[src/design/pse_pkg.sv]
`default_nettype none

package pse_pkg;

  localparam int unsigned STACK_DEPTH = 16;
  localparam int unsigned DATA_WIDTH  = 32;
  localparam int unsigned SP_W        = $clog2(STACK_DEPTH + 1);
  localparam int unsigned CNT_W       = $clog2(DATA_WIDTH + 1);
  localparam int unsigned CMD_W       = 4;
  localparam int unsigned LIT_W       = 31;
  localparam int unsigned RES_W       = 32;
  localparam int unsigned ST_W        = 2;

  typedef logic [DATA_WIDTH-1:0] word_t;

  typedef enum logic [CMD_W-1:0] {
    CMD_PUSH = 4'd0,
    CMD_ADD  = 4'd1,
    CMD_SUB  = 4'd2,
    CMD_MUL  = 4'd3,
    CMD_DIV  = 4'd4,
    CMD_MOD  = 4'd5,
    CMD_POW  = 4'd6,
    CMD_GT   = 4'd7,
    CMD_GE   = 4'd8,
    CMD_LT   = 4'd9,
    CMD_LE   = 4'd10,
    CMD_EQ   = 4'd11,
    CMD_NE   = 4'd12,
    CMD_AND  = 4'd13,
    CMD_OR   = 4'd14
  } cmd_e;

  typedef enum logic [ST_W-1:0] {
    ST_OK      = 2'd0,
    ST_DIVZERO = 2'd1,
    ST_UNDER   = 2'd2,
    ST_OVER    = 2'd3
  } status_e;

  typedef enum logic [1:0] {
    CELL_HOLD,
    CELL_UP,
    CELL_DN
  } cell_mode_e;

  typedef enum logic [1:0] {
    IT_DIV,
    IT_MOD,
    IT_POW
  } iter_kind_e;

  typedef struct packed {
    logic       start;
    iter_kind_e kind;
    word_t      lhs;
    word_t      rhs;
  } iter_req_t;

  typedef struct packed {
    logic  done;
    word_t value;
  } iter_rsp_t;

  // zero-extend or truncate a literal to the stack word
  function automatic word_t lit_to_word(input logic [LIT_W-1:0] lit);
    logic [DATA_WIDTH+LIT_W-1:0] ext;
    ext = {{DATA_WIDTH{1'b0}}, lit};
    return ext[DATA_WIDTH-1:0];
  endfunction

  // sign-extend or truncate a stack word to the result width
  function automatic logic [RES_W-1:0] word_to_res(input word_t w);
    logic [DATA_WIDTH+RES_W-1:0] ext;
    ext = {{RES_W{w[DATA_WIDTH-1]}}, w};
    return ext[RES_W-1:0];
  endfunction

endpackage

`default_nettype wire

[src/design/pse_cell.sv]
`default_nettype none

module pse_cell import pse_pkg::*; (
  input  wire logic       clk_i,
  input  wire cell_mode_e mode_i,
  input  wire word_t      up_i,
  input  wire word_t      dn_i,
  output word_t           val_o
);

  word_t val_q, val_d;

  always_comb begin
    case (mode_i)
      CELL_UP: val_d = up_i;
      CELL_DN: val_d = dn_i;
      default: val_d = val_q;
    endcase
  end

  always_ff @(posedge clk_i) begin
    val_q <= val_d;
  end

  assign val_o = val_q;

endmodule

`default_nettype wire

[config.mk]
export PLATFORM = sky130hd
export DESIGN_NAME = pse_cell
export DESIGN_NICKNAME = d
export VERILOG_FILES = /design/src/design/pse_pkg.sv /design/src/design/pse_cell.sv
export SDC_FILE = /design/constraint.sdc
export NUM_CORES = 1
export LEC_CHECK = 0
export ABC_AREA = 1
export BUFFER_PORTS_ARGS = -buffer_cell sky130_fd_sc_hd__buf_2
export CORE_ASPECT_RATIO = 0.5
export CORE_MARGIN = 2
export CORE_UTILIZATION = 41
export CTS_CLUSTER_SIZE = 20
export DETAILED_ROUTE_END_ITERATION = 10
export GPL_TIMING_DRIVEN = 0
export PLACE_DENSITY = 0.82
export SLEW_MARGIN = 20
export SYNTH_ARGS = -nofsm -noshare
export SYNTH_HDL_FRONTEND = slang
export SYNTH_SLANG_ARGS = --single-unit
[constraint.sdc]
create_clock -name clk_i -period 2.3 [get_ports clk_i]
set_clock_uncertainty 0.15 [all_clocks]
set_input_delay 0.46 -clock clk_i [delete_from_list [all_inputs] [get_ports clk_i]]
set_output_delay 0.46 -clock clk_i [all_outputs]
set_load 0.02 [all_outputs]
==> results.cfg <==
[outcome]
status = finished, final reports clean

[synth]
synth_xor_xnor_area_share = 0
syn_nets = 207
synth_seq_area_share = 0.6525
synth_area_um2 = 1473
synthAdderAreaFrac = 0.008496
synth-simple-area-share = 0.2617
synthMuxAreaShare = 0
synth_top_family_by_area = simple AND/OR/NAND/NOR gates
yosysWarnings = 0
synth_compound_area_frac = 0
avgSynthCellArea_um2 = 10.59
syn_inst = 139
synthDistinctLibCells = 9
synth-seq-cells = 32

[clock_tree]
cts-htree-levels = 2
cts_tree = done
cts_setup_buffers = 0
root_buffer = clkbuf_8
numCtsBuffers = 5
postCtsResizedCells = 0
clkTransAtPathRegs_ns = 0.07
clockBufferDepth = 2
cts_hold_buffers = 0
clock_sinks = 32

[sta]
setup_ws_ns = 0.6904
hold_viol = 0
rsz0062_at_grt = false
finalSetupViolCount = 0
relSlewSlack = 0.5559
worst_slew_pin_slew_ns = 0.6651
drv_slew = 0
tns_ns = 0
finalCritPeriodShare = 0.6998
max_freq_ghz = 0.6213
hold_slack_ns = 0.2975
period_needed_ns = 1.610

[drt]
drt-initial-drc-count = 59
vias = 1265
vias_per_cell = 4.274
drc = 0
ant_nets = 0
dr.pass1.iters = 6
routed_wl_mm = 3.282
wl_per_cell_um = 11.09

[worst_setup_path]
end_kind = flip-flop
setup.worst_path.start = mode_i[0]
critPathRequiredTime_ns = 2.05
crit_path_start_kind = input pin
crit_arrival_ns = 1.36
endpoint = val_o[30]$_DFFE_PP_
crit_path_max_fanout = 32
path_class = input pin to flip-flop

[cells_and_area]
final_common_cell = buf_2
diodes = 0
largest_register_ffs = 32
mostFrequentLayoutCells = buf_2, nand2_1, edfxtp_1
fin_cells = 296
num-nets-final = 312
final_layout_size_suffix_gt1_frac = 0.5020
area_growth_pct = 44.86

[global_routing]
globalRouteTotalUtil = 0.1630
busiest_layer = met2
grt.met1_usage = 0.1784
use_met3 = 0.04659
grt_pass1_wl_mm = 4.968
grt_overflow = 0
grt_max_degree = 33
use_met2 = 0.3045
grt_pass1_vias = 1181
antenna_found_initial = 0

[die]
rows = 15
core-area_um2 = 3435
fp.dieH_um = 46.38
boundaryPins = 99
start_util = 0.4288
die_w_um = 88.76
dieArea_um2 = 4116

[placement]
gp_congestion = 0.7495
pre_cts_ws_ns = 0.004325
placed_cells = 288
port_buffers = 98
dp_hpwl_mm = 2.537

[pwr]
combinationalPowerShare = 0.217
p_seq_frac = 0.468
p_clk_frac = 0.315
power_switching_mw = 0.4357
vdd_drop_max_mv = 0.2604
p_total_mw = 1.626
intPower_mw = 1.190
swShare = 0.2680
power.density_nw_per_um2 = 762.1
p_leak_nw = 1.102

[hold_path]
min-delay-path-class = input pin to flip-flop

[job]
cap_violations = 0
## worst min-delay path by stage
stage               slack (ns)  cells past startpoint             endpoint     start
floorplan                 0.48                      2   val_o[0]$_DFFE_PP_   up_i[0]
global placement          0.57                      3  val_o[27]$_DFFE_PP_  up_i[27]
detailed placement        0.58                      3  val_o[19]$_DFFE_PP_  up_i[19]
CTS                       0.29                      3  val_o[18]$_DFFE_PP_  up_i[18]
global route              0.30                      3  val_o[13]$_DFFE_PP_  up_i[13]
finish                    0.30                      3  val_o[18]$_DFFE_PP_  up_i[18]
## layout make-up
class	count	area, um^2
Fill cell	293	1301
Tap cell	51	63.81
Clock inverter	3	37.54
Inverter	3	18.77
Multi-Input combinational cell	97	397.9
Timing Repair Buffer	98	490.5
Clock buffer	5	68.82
Sequential cell	32	960.9
Buffer	7	95.09
## per-layer routing
layer  wire, um  vias up  part of all wire
li1           -      649                 -
met5          0        -                 0
met1       1204      574              0.37
met4         16        0            0.0049
met3        157        2             0.048
met2       1904       40              0.58
## per-stage QoR
step | area, um^2 | utilization
after floorplan | 1473 | -
after global placement | 2027 | 0.5902
after detailed placement | 2027 | 0.5902
after CTS | 2133 | 0.6211
after global routing | 2133 | 0.6211
final | 2133 | 0.6211
## synthesized netlist by cell type (all sizes together)
| cell type | count | share of area |
|---|---|---|
| buf | 4 | 0.037 |
| ha | 1 | 0.0085 |
| edfxtp | 32 | 0.65 |
| nand2 | 96 | 0.26 |
| clkbuf | 3 | 0.028 |
| inv | 3 | 0.013 |
## cells by family (layout without fill, tap and decap cells)
group	Yosys count	after routing
fa+ha+maj	1	1
buf+inv	10	116
flops	32	32
simple gates	96	96
## power by group through the flow
stage	registers (mW)	clock network, mW	logic [mW]
3_5_place_dp	0.774	0	0.355
4_1_cts	0.762	0.522	0.355
5_1_grt	0.770	0.546	0.382
3_3_place_gp	0.773	0	0.347
6_report	0.760	0.512	0.353
2_1_floorplan	0.891	0	0.0879
## worst max-delay path: stages
cell and delay, ns:
buf_2 0.07, inv_1 0.03, ha_1 0.29, inv_2 0.50
Note: power is estimated with default switching activity, not from simulation.
