**config.mk**
```make
export PLATFORM = sky130hd
export DESIGN_NAME = pse_iter
export DESIGN_NICKNAME = d
export VERILOG_FILES = /design/src/design/pse_pkg.sv /design/src/design/pse_iter.sv
export SDC_FILE = /design/constraint.sdc
export NUM_CORES = 2
export LEC_CHECK = 0
export ABC_CLOCK_PERIOD_IN_PS = 7900
export BUFFER_PORTS_ARGS = -buffer_cell sky130_fd_sc_hd__clkbuf_2
export CORE_ASPECT_RATIO = 1.2
export CORE_MARGIN = 2
export CORE_UTILIZATION = 60
export CTS_CLUSTER_DIAMETER = 80
export DETAILED_ROUTE_END_ITERATION = 8
export MAX_ROUTING_LAYER = met4
export PLACE_DENSITY = 0.88
export SLEW_MARGIN = 20
export SYNTH_ARGS = -nofsm -noshare
export SYNTH_HDL_FRONTEND = slang
export SYNTH_SLANG_ARGS = --single-unit
```
**constraint.sdc**
```tcl
create_clock -name clk_i -period 7.9 [get_ports clk_i]
set_input_delay 1.58 -clock clk_i [delete_from_list [all_inputs] [get_ports clk_i]]
set_output_delay 1.58 -clock clk_i [all_outputs]
set_load 0.02 [all_outputs]
```
**src/design/pse_pkg.sv**
```systemverilog
`default_nettype none

package pse_pkg;

  localparam int unsigned STACK_DEPTH = 16;
  localparam int unsigned DATA_WIDTH  = 32;
  localparam int unsigned SP_W        = $clog2(STACK_DEPTH + 1);
  localparam int unsigned CNT_W       = $clog2(DATA_WIDTH + 1);
  localparam int unsigned CMD_W       = 4;
  localparam int unsigned LIT_W       = 31;
  localparam int unsigned RES_W       = 32;
  localparam int unsigned ST_W        = 2;

  typedef logic [DATA_WIDTH-1:0] word_t;

  typedef enum logic [CMD_W-1:0] {
    CMD_PUSH = 4'd0,
    CMD_ADD  = 4'd1,
    CMD_SUB  = 4'd2,
    CMD_MUL  = 4'd3,
    CMD_DIV  = 4'd4,
    CMD_MOD  = 4'd5,
    CMD_POW  = 4'd6,
    CMD_GT   = 4'd7,
    CMD_GE   = 4'd8,
    CMD_LT   = 4'd9,
    CMD_LE   = 4'd10,
    CMD_EQ   = 4'd11,
    CMD_NE   = 4'd12,
    CMD_AND  = 4'd13,
    CMD_OR   = 4'd14
  } cmd_e;

  typedef enum logic [ST_W-1:0] {
    ST_OK      = 2'd0,
    ST_DIVZERO = 2'd1,
    ST_UNDER   = 2'd2,
    ST_OVER    = 2'd3
  } status_e;

  typedef enum logic [1:0] {
    CELL_HOLD,
    CELL_UP,
    CELL_DN
  } cell_mode_e;

  typedef enum logic [1:0] {
    IT_DIV,
    IT_MOD,
    IT_POW
  } iter_kind_e;

  typedef struct packed {
    logic       start;
    iter_kind_e kind;
    word_t      lhs;
    word_t      rhs;
  } iter_req_t;

  typedef struct packed {
    logic  done;
    word_t value;
  } iter_rsp_t;

  // zero-extend or truncate a literal to the stack word
  function automatic word_t lit_to_word(input logic [LIT_W-1:0] lit);
    logic [DATA_WIDTH+LIT_W-1:0] ext;
    ext = {{DATA_WIDTH{1'b0}}, lit};
    return ext[DATA_WIDTH-1:0];
  endfunction

  // sign-extend or truncate a stack word to the result width
  function automatic logic [RES_W-1:0] word_to_res(input word_t w);
    logic [DATA_WIDTH+RES_W-1:0] ext;
    ext = {{RES_W{w[DATA_WIDTH-1]}}, w};
    return ext[RES_W-1:0];
  endfunction

endpackage

`default_nettype wire

```
**src/design/pse_iter.sv**
```systemverilog
`default_nettype none

// Shared multi-cycle unit: restoring division on magnitudes, or
// square-and-multiply power, one step per cycle.
module pse_iter import pse_pkg::*; (
  input  wire logic      clk_i,
  input  wire logic      rst_ni,
  input  wire iter_req_t req_i,
  output iter_rsp_t      rsp_o
);

  logic             busy_q, busy_d;
  iter_kind_e       kind_q, kind_d;
  word_t            a_q, a_d;   // quotient / accumulator
  word_t            b_q, b_d;   // remainder / base
  word_t            c_q, c_d;   // divisor magnitude / exponent
  logic [CNT_W-1:0] cnt_q, cnt_d;
  logic             qneg_q, qneg_d;
  logic             lneg_q, lneg_d;

  word_t                 lmag, rmag;
  logic [DATA_WIDTH:0]   trial, diff;

  always_comb begin
    busy_d = busy_q;
    kind_d = kind_q;
    a_d    = a_q;
    b_d    = b_q;
    c_d    = c_q;
    cnt_d  = cnt_q;
    qneg_d = qneg_q;
    lneg_d = lneg_q;
    rsp_o  = '0;

    lmag  = req_i.lhs[DATA_WIDTH-1] ? word_t'('0 - req_i.lhs) : req_i.lhs;
    rmag  = req_i.rhs[DATA_WIDTH-1] ? word_t'('0 - req_i.rhs) : req_i.rhs;
    trial = {b_q, a_q[DATA_WIDTH-1]};
    diff  = trial - {1'b0, c_q};

    if (req_i.start) begin
      busy_d = 1'b1;
      kind_d = req_i.kind;
      cnt_d  = '0;
      qneg_d = req_i.lhs[DATA_WIDTH-1] ^ req_i.rhs[DATA_WIDTH-1];
      lneg_d = req_i.lhs[DATA_WIDTH-1];
      if (req_i.kind == IT_POW) begin
        a_d = word_t'(1);
        b_d = req_i.lhs;
        c_d = req_i.rhs;
      end else begin
        a_d = lmag;
        b_d = '0;
        c_d = rmag;
      end
    end else if (busy_q) begin
      case (kind_q)
        IT_POW: begin
          if (c_q == '0) begin
            rsp_o.done  = 1'b1;
            rsp_o.value = a_q;
            busy_d      = 1'b0;
          end else begin
            if (c_q[0]) begin
              a_d = a_q * b_q;
            end
            b_d = b_q * b_q;
            c_d = c_q >> 1;
          end
        end
        default: begin
          if (cnt_q == CNT_W'(DATA_WIDTH)) begin
            rsp_o.done = 1'b1;
            busy_d     = 1'b0;
            if (kind_q == IT_DIV) begin
              rsp_o.value = qneg_q ? word_t'('0 - a_q) : a_q;
            end else begin
              rsp_o.value = lneg_q ? word_t'('0 - b_q) : b_q;
            end
          end else begin
            if (!diff[DATA_WIDTH]) begin
              b_d = diff[DATA_WIDTH-1:0];
              a_d = {a_q[DATA_WIDTH-2:0], 1'b1};
            end else begin
              b_d = trial[DATA_WIDTH-1:0];
              a_d = {a_q[DATA_WIDTH-2:0], 1'b0};
            end
            cnt_d = cnt_q + CNT_W'(1);
          end
        end
      endcase
    end
  end

  always_ff @(posedge clk_i or negedge rst_ni) begin
    if (!rst_ni) begin
      busy_q <= 1'b0;
      kind_q <= IT_DIV;
      cnt_q  <= '0;
    end else begin
      busy_q <= busy_d;
      kind_q <= kind_d;
      cnt_q  <= cnt_d;
    end
  end

  always_ff @(posedge clk_i) begin
    a_q    <= a_d;
    b_q    <= b_d;
    c_q    <= c_d;
    qneg_q <= qneg_d;
    lneg_q <= lneg_d;
  end

endmodule

`default_nettype wire

```
==> impl_metrics.yaml <==
timing:
  finalHoldViolations: 0
  holdWs_ns: 0.552
  relSlewSlack_pct: 23.7
  finClkSkew_ns: 0.0202
  rsz0062_at_grt: "true"
  finalCritPeriodShare_pct: 97.0
  setup_viol: 0
  fmax_ghz: 0.130
  drv_slew: 0
  period_minus_slack_ns: 7.66
  worst_slew_pin_slew_ns: 1.14
worst_setup_path:
  cp_slowest_stage_delay_ns: 0.54
  rr_worst_depth: 29
  startpoint: "b_q[2]"
  cp_max_fo: 28
  worst-setup-path-type: "flop to flop"
  critPathCaptureType: "flop"
  r2r_start: "b_q[2]"
  critPathCapture: "b_q[31]"
  worstReg2RegEnd: "b_q[31]"
  worstPathArrival_ns: 7.87
  slowest_stage: "fa_1"
  startpoint_type: "flop"
  r2r_slack_ns: 0.24
  cpMostUsedCell: "fa_1"
  critPathRequiredTime_ns: 8.11
synth:
  ys_seq_area_share_pct: 8.14
  synth_cell_types: 75
  synthFlopType: "edfxtp_1"
  netlist_area_sq_um: 38900
  synthesis.nets: 5508
  async_flop_share_pct: 8.41
  syn_area_per_cell_sq_um: 8.90
  postSynthCellCount: 4371
  synth-edff-count: 98
  yosysWarnings: 0
  ys_ff_latch: 107
grt:
  antenna_found_initial: 4
  grt-ovfl-total: 0
  grt_pass1_wl_microns: 187000
  grt_max_degree: 69
  grt.total_usage_pct: 37.3
  grt_pass1_vias: 34552
clock_network:
  clk_latency_ns: 0.39
  tritoncts: "yes"
  cts_made_buffers: 9
  htree_num_levels: 3
  clock-sinks: 107
  cts_buffer_depth: 2
  path_clk_slew_ns: 0.09
  cts.root.buffer_cell: "clkbuf_16"
detailed_routing:
  drtIter0Drc: 3220
  drc: 0
  drt-pass1-iter-count: 7
  vias: 31849
  viasPerCell: 6.07
  routedWlPerCell_microns: 22.2
  routed_wl_microns: 116000
  antenna_left: 0
status:
  status: "completed"
floorplanning:
  rows: 102
  die_w_microns: 237
  die_area_sq_um: 66900
  io_pins: 102
  initial_core_util_pct: 60.5
  die_height_microns: 283
  core_sq_um: 64300
layout:
  area_delta_synth_final_pct: 6.20
  final_nets: 5544
  drive_gt1_share_pct: 7.39
place:
  gp_congestion: 1.03
  hpwlAfterDp_microns: 95400
  io_buffers: 101
hold_path:
  worstHoldPathType: "flop to flop"
  hp-start: "cnt_q[5]"
job:
  maxCapViolCount: 0
-- placed cells by master (no fill, tap or decap), types with 22 or more instances in the layout --
| cell | netlist | routed |
|---|---|---|
| and2_1 | 431 | 431 |
| nand2_1 | 449 | 448 |
| clkbuf_2 | 0 | 101 |
| fa_1 | 773 | 773 |
| mux2i_1 | 24 | 24 |
| ha_1 | 295 | 295 |
| nand3_1 | 24 | 24 |
| a22oi_1 | 35 | 35 |
| o21ai_0 | 145 | 143 |
| inv_1 | 854 | 854 |
| nor3_1 | 33 | 32 |
| xnor2_1 | 165 | 165 |
| edfxtp_1 | 98 | 98 |
| buf_4 | 0 | 152 |
| nor2_1 | 161 | 154 |
| o31ai_1 | 27 | 27 |
| a21oi_1 | 143 | 143 |
| or3_1 | 22 | 22 |
| a21o_1 | 39 | 39 |
| xor2_1 | 105 | 105 |
-- cell families (layout without fill, tap and decap cells) --
kind of cell / after synthesis / after routing / synth area share (%)
simple gates: 1249 / 1249 / 16.2
buf+inv: 1103 / 1144 / 10.7
fa+ha+maj: 1068 / 1068 / 49.2
compound gates: 548 / 548 / 9.00
xor+xnor: 270 / 270 / 6.08
flops: 107 / 107 / 8.14
mux: 26 / 26 / 0.675
other cells: 0 / 7 / 0
-- routing by layer --
metal	vias up	share of wire [%]	global-route usage, %
li1	13600	-	-
met1	15651	34	43.1
met2	1954	47	58.7
met3	644	11	8.00
met4	0	8.4	24.8
met5	-	0	-
-- timing repair --
| action | in CTS | in global routing |
|---|---|---|
| gates resized for setup | 0 | 7 |
| setup buffers | 0 | 9 |
| setup endpoints to repair | 0 | 8 |
| hold buffers | 0 | 0 |
-- registers in the layout (all words and copies together) (netlist names) --
signal,cells
cnt_q,6
b_q,32
qneg_q,1
kind_q,2
a_q,32
lneg_q,1
c_q,32
busy_q,1
-- cells in the mapped netlist (all sizes together) (39+ instances only) --
cell type  count  area share [%]
inv          854             8.2
fa           773              40
nand2        450             4.3
and2         431             6.9
ha           295             9.5
clkbuf       227             2.2
xnor2        165             3.7
nor2         161             1.6
o21ai        155             2.0
a21oi        144             1.9
xor2         105             2.4
edfxtp        98             7.6
a21o          39            0.75
-- per-stage QoR --
| step | util [%] | instances | instance area (sq um) | setup WS, ns | setup TNS (ns) |
|---|---|---|---|---|---|
| final | 64.3 | 5251 | 41300 | 0.236 | 0 |
| after global routing | 64.3 | 5248 | 41300 | -0.0922 | -0.0922 |
| after floorplan | - | 4371 | 38900 | 0.198 | 0 |
| after CTS | 64.1 | 5234 | 41200 | 0.227 | 0 |
| after detailed placement | 63.6 | 5218 | 40900 | 0.284 | 0 |
| after global placement | 63.6 | 5218 | 40900 | 0.327 | 0 |
-- how the worst min path moves through the flow --
stage | to | slack, ns | depth (start not counted)
floorplan | cnt_q[5] | 0.50 | 2
global placement | cnt_q[5] | 0.52 | 2
detailed placement | cnt_q[5] | 0.54 | 2
CTS | cnt_q[5] | 0.56 | 2
global route | cnt_q[5] | 0.61 | 2
finish | cnt_q[5] | 0.55 | 2
-- worst max-delay path, delay by kind of cell, from the launching register on --
| family | cells | cell delay (ns) |
|---|---|---|
| fa+ha+maj | 9 | 4.07 |
| simple gates | 6 | 1.09 |
| compound gates | 6 | 0.98 |
| buf+inv | 7 | 0.73 |
| flops | 1 | 0.48 |
| xor+xnor | 1 | 0.13 |
-- layout make-up --
class / count / area [sq um]
Fill cell: 5110 / 23000
Clock buffer: 9 / 225
Sequential cell: 107 / 3170
Timing Repair Buffer: 267 / 1920
Tap cell: 832 / 1040
Inverter: 861 / 3230
Antenna cell: 7 / 17.5
Clock inverter: 7 / 92.6
Multi-Input combinational cell: 3161 / 31600
Power is left out: the tool's default activity adds up to more than one toggle a clock period on the data nets, which glitch-free logic cannot reach.
